### config.mk
export PLATFORM = sky130hd
export DESIGN_NAME = tpc_controller
export DESIGN_NICKNAME = d
export VERILOG_FILES = /design/src/design/tpc_pkg.sv /design/src/design/tpc_controller.sv
export SDC_FILE = /design/constraint.sdc
export NUM_CORES = 1
export LEC_CHECK = 0
export BUFFER_PORTS_ARGS = -buffer_cell sky130_fd_sc_hd__buf_2
export CAP_MARGIN = 0
export CELL_PAD_IN_SITES_DETAIL_PLACEMENT = 0
export CELL_PAD_IN_SITES_GLOBAL_PLACEMENT = 1
export CORE_MARGIN = 2
export CORE_UTILIZATION = 33
export CTS_CLUSTER_DIAMETER = 80
export DETAILED_ROUTE_END_ITERATION = 8
export PLACE_DENSITY = 0.63
export SLEW_MARGIN = 20
export SYNTH_ARGS = -nofsm -noshare
export SYNTH_HDL_FRONTEND = slang
export SYNTH_SLANG_ARGS = --single-unit
export TNS_END_PERCENT = 10
### constraint.sdc
create_clock -name clk -period 2.5 [get_ports clk]
set_input_delay 0.125 -clock clk [delete_from_list [all_inputs] [get_ports clk]]
set_output_delay 0.125 -clock clk [all_outputs]
set_load 0.05 [all_outputs]
### src/design/tpc_pkg.sv
// shared constants, codes and controller/datapath command types
package tpc_pkg;

    localparam int SAMPLES_DEF = 16;
    localparam int POINTS      = 4;
    localparam int PT_W        = 2;
    localparam int DIV_BITS    = 27;
    localparam int STEP_W      = 5;
    localparam int CFG_IDX_W   = 2;
    localparam int CFG_W       = 15;

    localparam logic signed [34:0] SAFE_SQ   = 35'sd376996;
    localparam logic [23:0]        SCALE_MAX = 24'd8388607;

    localparam logic [CFG_IDX_W-1:0] CFG_DIST   = 2'd0;
    localparam logic [CFG_IDX_W-1:0] CFG_WIDTH  = 2'd1;
    localparam logic [CFG_IDX_W-1:0] CFG_HEIGHT = 2'd2;

    typedef enum logic [1:0] {
        PH_INIT    = 2'd0,
        PH_OFF     = 2'd1,
        PH_COLLECT = 2'd2,
        PH_DONE    = 2'd3
    } phase_t;

    typedef enum logic [2:0] {
        EV_NONE     = 3'd0,
        EV_INVALID  = 3'd1,
        EV_STARTED  = 3'd2,
        EV_ABORT    = 3'd3,
        EV_PT_START = 3'd4,
        EV_PT_END   = 3'd5,
        EV_FINISHED = 3'd6
    } event_t;

    typedef struct packed {
        logic              capture;
        logic              safe_mul;
        logic              sample_wr;
        logic              med_step;
        logic              calib_wr;
        logic              div_load;
        logic              div_step;
        logic              div_wr;
        logic              div_axis;
        logic              map_mul;
        logic              out_load;
        logic              out_map;
        event_t            out_event;
        logic [STEP_W-1:0] step;
        logic [PT_W-1:0]   point;
    } dp_cmd_t;

    typedef struct packed {
        logic op;
        logic far;
        logic safe_inside;
    } dp_status_t;

endpackage

### src/design/tpc_controller.sv
// calibration sequencer: phase, point and sample counts, datapath commands
module tpc_controller #(
    parameter int SAMPLES = tpc_pkg::SAMPLES_DEF
) (
    input  logic                 clk,
    input  logic                 rst_n,
    input  logic                 in_valid,
    output logic                 in_ready,
    output logic                 out_valid,
    input  logic                 out_ready,
    input  tpc_pkg::dp_status_t  status,
    output tpc_pkg::dp_cmd_t     cmd
);
    import tpc_pkg::*;

    localparam int CNT_W = $clog2(SAMPLES + 1);

    typedef enum logic [10:0] {
        ST_IDLE     = 11'b00000000001,
        ST_DECIDE   = 11'b00000000010,
        ST_SAFE_MUL = 11'b00000000100,
        ST_SAFE_CMP = 11'b00000001000,
        ST_STORE    = 11'b00000010000,
        ST_MEDIAN   = 11'b00000100000,
        ST_MED_WR   = 11'b00001000000,
        ST_DIV_X    = 11'b00010000000,
        ST_DIV_MID  = 11'b00100000000,
        ST_DIV_Y    = 11'b01000000000,
        ST_RESULT   = 11'b10000000000
    } state_t;

    state_t            state_reg, state_next;
    phase_t            phase_reg, phase_next;
    logic [2:0]        pc_reg, pc_next;
    logic [CNT_W-1:0]  sc_reg, sc_next;
    logic [STEP_W-1:0] cnt_reg, cnt_next;
    event_t            ev_reg, ev_next;
    logic              map_reg, map_next;
    logic              out_valid_reg, out_valid_next;
    logic [CNT_W-1:0]  sc_eff;
    logic              pts_full;

    assign pts_full = (pc_reg >= 3'(POINTS));
    assign sc_eff   = (sc_reg >= CNT_W'(SAMPLES)) ? '0 : sc_reg;

    always_ff @(posedge clk or negedge rst_n)
    begin
        if (!rst_n)
        begin
            state_reg     <= ST_IDLE;
            phase_reg     <= PH_INIT;
            pc_reg        <= '0;
            sc_reg        <= '0;
            cnt_reg       <= '0;
            ev_reg        <= EV_NONE;
            map_reg       <= 1'b0;
            out_valid_reg <= 1'b0;
        end
        else
        begin
            state_reg     <= state_next;
            phase_reg     <= phase_next;
            pc_reg        <= pc_next;
            sc_reg        <= sc_next;
            cnt_reg       <= cnt_next;
            ev_reg        <= ev_next;
            map_reg       <= map_next;
            out_valid_reg <= out_valid_next;
        end
    end

    assign out_valid = out_valid_reg;

    always_comb
    begin
        state_next     = state_reg;
        phase_next     = phase_reg;
        pc_next        = pc_reg;
        sc_next        = sc_reg;
        cnt_next       = cnt_reg;
        ev_next        = ev_reg;
        map_next       = map_reg;
        out_valid_next = out_valid_reg & ~out_ready;
        in_ready       = 1'b0;
        cmd            = '0;
        cmd.point      = pc_reg[PT_W-1:0];
        cmd.step       = cnt_reg;

        case (state_reg)
            ST_IDLE:
            begin
                in_ready = 1'b1;
                if (in_valid)
                begin
                    cmd.capture = 1'b1;
                    state_next  = ST_DECIDE;
                end
            end
            ST_DECIDE:
            begin
                ev_next    = EV_NONE;
                map_next   = 1'b0;
                state_next = ST_RESULT;
                if (status.op)
                begin
                    if (phase_reg == PH_DONE && !status.far)
                    begin
                        cmd.map_mul = 1'b1;
                        map_next    = 1'b1;
                    end
                end
                else if (phase_reg == PH_DONE)
                    ev_next = EV_INVALID;
                else if (phase_reg == PH_INIT)
                begin
                    pc_next    = '0;
                    sc_next    = '0;
                    phase_next = PH_OFF;
                    ev_next    = EV_STARTED;
                end
                else if (status.far)
                begin
                    if (pts_full)
                    begin
                        cmd.div_load = 1'b1;
                        cnt_next     = '0;
                        state_next   = ST_DIV_X;
                    end
                    else
                    begin
                        if (phase_reg == PH_COLLECT)
                        begin
                            phase_next = PH_OFF;
                            ev_next    = EV_ABORT;
                        end
                        sc_next = '0;
                    end
                end
                else if (pts_full)
                    ev_next = EV_NONE;
                else if (phase_reg == PH_OFF && pc_reg != 3'd0)
                    state_next = ST_SAFE_MUL;
                else
                    state_next = ST_STORE;
            end
            ST_SAFE_MUL:
            begin
                cmd.safe_mul = 1'b1;
                state_next   = ST_SAFE_CMP;
            end
            ST_SAFE_CMP:
            begin
                state_next = status.safe_inside ? ST_RESULT : ST_STORE;
            end
            ST_STORE:
            begin
                cmd.sample_wr = 1'b1;
                cmd.step      = STEP_W'(sc_eff);
                if (phase_reg != PH_COLLECT)
                    ev_next = EV_PT_START;
                phase_next = PH_COLLECT;
                sc_next    = sc_eff + CNT_W'(1);
                if (sc_eff == CNT_W'(SAMPLES - 1))
                begin
                    cnt_next   = '0;
                    state_next = ST_MEDIAN;
                end
                else
                    state_next = ST_RESULT;
            end
            ST_MEDIAN:
            begin
                cmd.med_step = 1'b1;
                cnt_next     = cnt_reg + STEP_W'(1);
                if (cnt_reg == STEP_W'(SAMPLES - 1))
                    state_next = ST_MED_WR;
            end
            ST_MED_WR:
            begin
                cmd.calib_wr = 1'b1;
                sc_next      = '0;
                pc_next      = pc_reg + 3'd1;
                phase_next   = PH_OFF;
                ev_next      = EV_PT_END;
                state_next   = ST_RESULT;
            end
            ST_DIV_X:
            begin
                cmd.div_step = 1'b1;
                cnt_next     = cnt_reg + STEP_W'(1);
                if (cnt_reg == STEP_W'(DIV_BITS - 1))
                    state_next = ST_DIV_MID;
            end
            ST_DIV_MID:
            begin
                // store the x scale, then load the y operands
                cmd.div_wr   = 1'b1;
                cmd.div_axis = 1'b0;
                state_next   = ST_DIV_Y;
                cnt_next     = '0;
            end
            ST_DIV_Y:
            begin
                // load, one step per quotient bit, then store the y scale
                cmd.div_axis = 1'b1;
                cnt_next     = cnt_reg + STEP_W'(1);
                if (cnt_reg == '0)
                    cmd.div_load = 1'b1;
                else if (cnt_reg == STEP_W'(DIV_BITS + 1))
                begin
                    cmd.div_wr = 1'b1;
                    cnt_next   = '0;
                    phase_next = PH_DONE;
                    ev_next    = EV_FINISHED;
                    state_next = ST_RESULT;
                end
                else
                    cmd.div_step = 1'b1;
            end
            ST_RESULT:
            begin
                cmd.out_event = ev_reg;
                cmd.out_map   = map_reg;
                if (!out_valid_reg || out_ready)
                begin
                    cmd.out_load   = 1'b1;
                    out_valid_next = 1'b1;
                    state_next     = ST_IDLE;
                end
            end
            default:
            begin
                state_next = ST_IDLE;
            end
        endcase
    end

endmodule

======== After elaboration in Yosys (flattened, before gate mapping) ========
Cells that the tools add are included.
cells by class
  equality and inequality tests ........... 36
  muxes and demuxes ....................... 82
  reductions and logical operators ........ 19
  $lt $le $gt $ge ......................... 2
  add/sub/neg operators ................... 3
  bitwise gates (word level) .............. 2
operator list
  operator                                                           count
  11-bit two-way mux                                                 14
  11-bit one-hot mux with 11 select lines                            1
  5-bit two-way mux                                                  17
  3-bit two-way mux                                                  10
  2-bit != test, second input constant                               15
  5-bit one-hot mux with 5 select lines                              1
  2-bit two-way mux                                                  11
  1-bit two-way mux                                                  21
  5-bit one-hot mux with 3 select lines                              1
  3-bit one-hot mux with 4 select lines                              1
  11-bit by 1-bit == test with 1-bit output, second input constant   1
  11-bit by 10-bit == test with 1-bit output, second input constant  1
  11-bit == test, second input constant                              1
  11-bit by 2-bit == test with 1-bit output, second input constant   1
  11-bit by 3-bit == test with 1-bit output, second input constant   1
  11-bit by 4-bit == test with 1-bit output, second input constant   1
  11-bit by 5-bit == test with 1-bit output, second input constant   1
  11-bit by 6-bit == test with 1-bit output, second input constant   1
  11-bit by 7-bit == test with 1-bit output, second input constant   1
  11-bit by 8-bit == test with 1-bit output, second input constant   1
  11-bit by 9-bit == test with 1-bit output, second input constant   1
  5-bit by 1-bit adder with 5-bit output, second input constant      2
  5-bit by 4-bit == test with 1-bit output, second input constant    2
  5-bit == test, second input constant                               2
  27 further kinds                                                   35
storage, ports and cells
  word-level logic and storage cells ...... 152
  output and inout bits ................... 24
  register bits ........................... 31

======== Longest topological paths before layout ========
  word-level depth ........................ 9
  mapped depth ............................ 9

======== Worst setup path after synthesis ========
OpenSTA, ideal clock, no wires.
  path type ............................... register to register
  from .................................... reg state_reg[6]
  to ...................................... reg map_reg
  slack ................................... -647 ps
  cell stages (with the launch flop) ...... 6
  period minus slack after synthesis ...... 3147 ps
  arrival time ............................ 3073 ps
  cell sequence ........................... dfrtp_1 -> buf_2 -> nor4_4 -> nand3_1 -> nor4b_1 -> a21o_1
on the way
  word-level cells in the longest chain between the ends .. 1
ends and longest elaborated chain
  element                                    RTL line              source
  from (decl)                                tpc_controller.sv:32  state_t state_reg, state_next;
  from (signal assigned)                     tpc_controller.sv:61  state_reg <= state_next;
  11-bit by 2-bit == test with 1-bit output  tpc_controller.sv:89  case (state_reg)
  to (signal assigned)                       tpc_controller.sv:67  map_reg <= map_next;
  to (decl)                                  tpc_controller.sv:38  logic map_reg, map_next;
Every way passes these cells.
A chain may end at the register's enable or synchronous reset.

==> results.md <==
- Clk sink count: 31
- I/O pin count: 31
- 1st-pass router iterations: 6
- Worst Path Buf+Inv: 2
- Commonest non-fill, non-tap cells in the layout: 30 x dfrtp_1, 30 x buf_2, 26 x nor2_1
- WL/cell: 15.9 um
- Max reg flops: 11
- CP top delay family: simple AND/OR/NAND/NOR gates
- Initial antenna violation count: 0
- Hold depth: 2
- WP depth: 6
- Max IR drop VDD: 0.246 mV
- FP Rows: 29
- H-tree levels: 2
- Die ar.: 7380 um2
- Async set-reset flop share out of synthesis: 100%
- Worst-margin pin slew: 775 ps
- Vias: 1958
- Initial Util: 34.5%
- CTS clk-pin slew, worst paths: 80 ps
- Cells after synthesis: 259
- Top layer in use: met4
- Pleak: 1.30 nW
- Top_reg_cell synth: dfrtp_1
- Maximum Capacitance Violations: 0
- Die width: 85.9 um
- Initial DRC Count: 84
- Diodes inserted: 0
- Routed Antenna Nets: 0
- WHS: 27.8 ps
- Avg Cell Area, Syn: 8.55 um2
- Largest stage delay, worst path: 620 ps
- Core Region: 6420 um2
- First-pass GRT wire length: 9490 um
- PortBufs: 30
- Placed Cells: 360
- Pwr/cell area: 788 nW/um2
- Crit path cell chain: or4_4 > nor2_8 > nand2_2 > clkinv_4 > mux2_2 > buf_2
- Fmax: 0.412 GHz
- Die H: 85.9 um
- Clock buffer depth: 2
- Met3 routed WL: 245 um
- CTS Buf Count: 5
- GP Congestion: 0.810
- CTS tree: yes
- Synthesized cell area: 2210 um2
- Final Cell Area: 2560 um2
- Post-synth EDFFs: 0
- Drt via density: 5.31
- Final min period: 2430 ps
- Fill cells: 660
- Area growth syn-to-layout: 15.5%
- Pwr Total: 2.01 mW
- Clock latency on the worst-skew pair: 290 ps
- Yosys cell types: 61
- Total GRT Usage: 16.5%
- Critical path endpoint category: output pin
- Share of cells above drive strength 1: 23.3%
- Drt total wl: 5860 um
- Fin. max-slew vios: 0
- Dpl hpwl: 4430 um
- Total grt overflow: 0
- Final net count: 307
- Largest net degree at the start of global routing: 32
- Met1 wire length: 2760 um
- Final Setup Violations: 0
- Vias in the first global route: 1871
- Clk_skew: 10.3 ps
- Yosys reg bits: 31
- WS Path Type: reg -> out
- Setup crit start kind: flop
- Required @ worst endpoint: 2380 ps
- Warnings from Yosys: 0
- Final Hold Vio Count: 0
- Critical path peak fanout: 10
- Setup ws final: 71.5 ps
- RSZ-0062 raised after global routing: yes
- Mapped Nets: 275
- DR DRC count: 0
- Period utilisation layout: 97.1%
- Area after DPL: 2450 um2
- Critical Path AT: 2300 ps
- Pre-CTS WS: 279 ps
- Worst Hold Class: in -> reg
- Seq/Total Area, Yosys: 35.1%
- Status: completed
- Fin cells: 369
- Clock Root Buffer: clkbuf_8
- Met2 Routed Length: 2760 um
- R2R cell count: 7
- CP max stage cell: or4_4
- Relative slew slack: 48.3%
[per-stage QoR]
step           setup TNS (ps)  utilization (%)
4_1_cts                     0             39.6
3_5_place_dp                0             38.2
6_report                    0             39.8
5_1_grt                 -54.8             39.8
3_3_place_gp                0             38.2
2_1_floorplan            -395                -
[cell type report]
| type | count | area (um2) | share of cell area [%] |
|---|---|---|---|
| Clock inverter | 3 | 15.0 | 0.587 |
| Tap cell | 77 | 96.3 | 3.77 |
| Clock buffer | 5 | 68.8 | 2.69 |
| Multi-Input combinational cell | 193 | 1290 | 50.5 |
| Timing Repair Buffer | 40 | 228 | 8.90 |
| Inverter | 20 | 81.3 | 3.18 |
| Sequential cell | 31 | 777 | 30.4 |
[cell families (layout without fill, tap and decap cells)]
family / Yosys count / after routing / share of synthesized area [%]
AOI/OAI and AO/OA: 52 / 52 / 15.2
buffers and inverters: 35 / 68 / 7.35
xor gates and xnor gates: 6 / 6 / 2.37
muxes: 6 / 6 / 3.05
adders and majority gates: 9 / 9 / 5.09
other: 1 / 1 / 0.169
and+or+nand+nor: 119 / 119 / 31.7
DFF: 31 / 31 / 35.1
[synth_stat cells, drive strengths merged (3+ instances only)]
cell type | n | area [um2]
dfrtp | 30 | 751
nand2 | 27 | 111
nor2 | 27 | 118
o21ai | 19 | 95.1
inv | 18 | 67.6
nand3 | 12 | 60.1
buf | 11 | 66.3
ha | 9 | 113
o22ai | 8 | 50.1
a21oi | 7 | 35.0
and3 | 7 | 43.8
and2 | 6 | 37.5
nand2b | 6 | 37.5
nor4b | 6 | 58.8
or3 | 5 | 36.3
clkbuf | 4 | 15.0
nand4 | 4 | 25.0
nor2b | 4 | 25.0
nor4 | 4 | 55.1
xor2 | 4 | 35.0
mux2 | 3 | 37.5
mux2i | 3 | 30.0
nor3 | 3 | 15.0
[final timing paths]
kind,from,to,slack (ps)
max in group asynchronous,rst_n,sc_reg[4],1570
max reg2reg,state_reg[1],ev_reg[0],260
min in group asynchronous,rst_n,state_reg[4],440
min,status[0],state_reg[4],30
min reg2reg,map_reg,map_reg,480
max,state_reg[1],cmd[3],70
[layer usage]
layer	vias to the layer above	GRT usage [%]
li1	984	-
met1	927	23.2
met2	38	25.2
met3	9	3.18
met4	0	6.06
met5	-	0
[where the power goes]
part           leakage (nW)  internal, mW  switching [mW]
combinational         0.873         0.324           0.594
sequential            0.379         0.579           0.116
clock                0.0477         0.191           0.212
total                  1.30          1.09           0.922
[worst register-to-register path, stage by stage, from the launching register on]
cell and delay [ps]:
dfrtp_1 450, or4_4 620, nor2_8 200, nand2_2 100, clkinv_4 100, o41ai_1 100
a41o_1 270, mux2_4 310
[repair_timing]
item,4_1_cts,5_1_grt
hold buffers,1,0
resized for setup,0,2
setup endpoints to repair,0,3
buffers inserted,0,0
hold endpoints to repair,30,0
(Power assumes the default switching activity.)
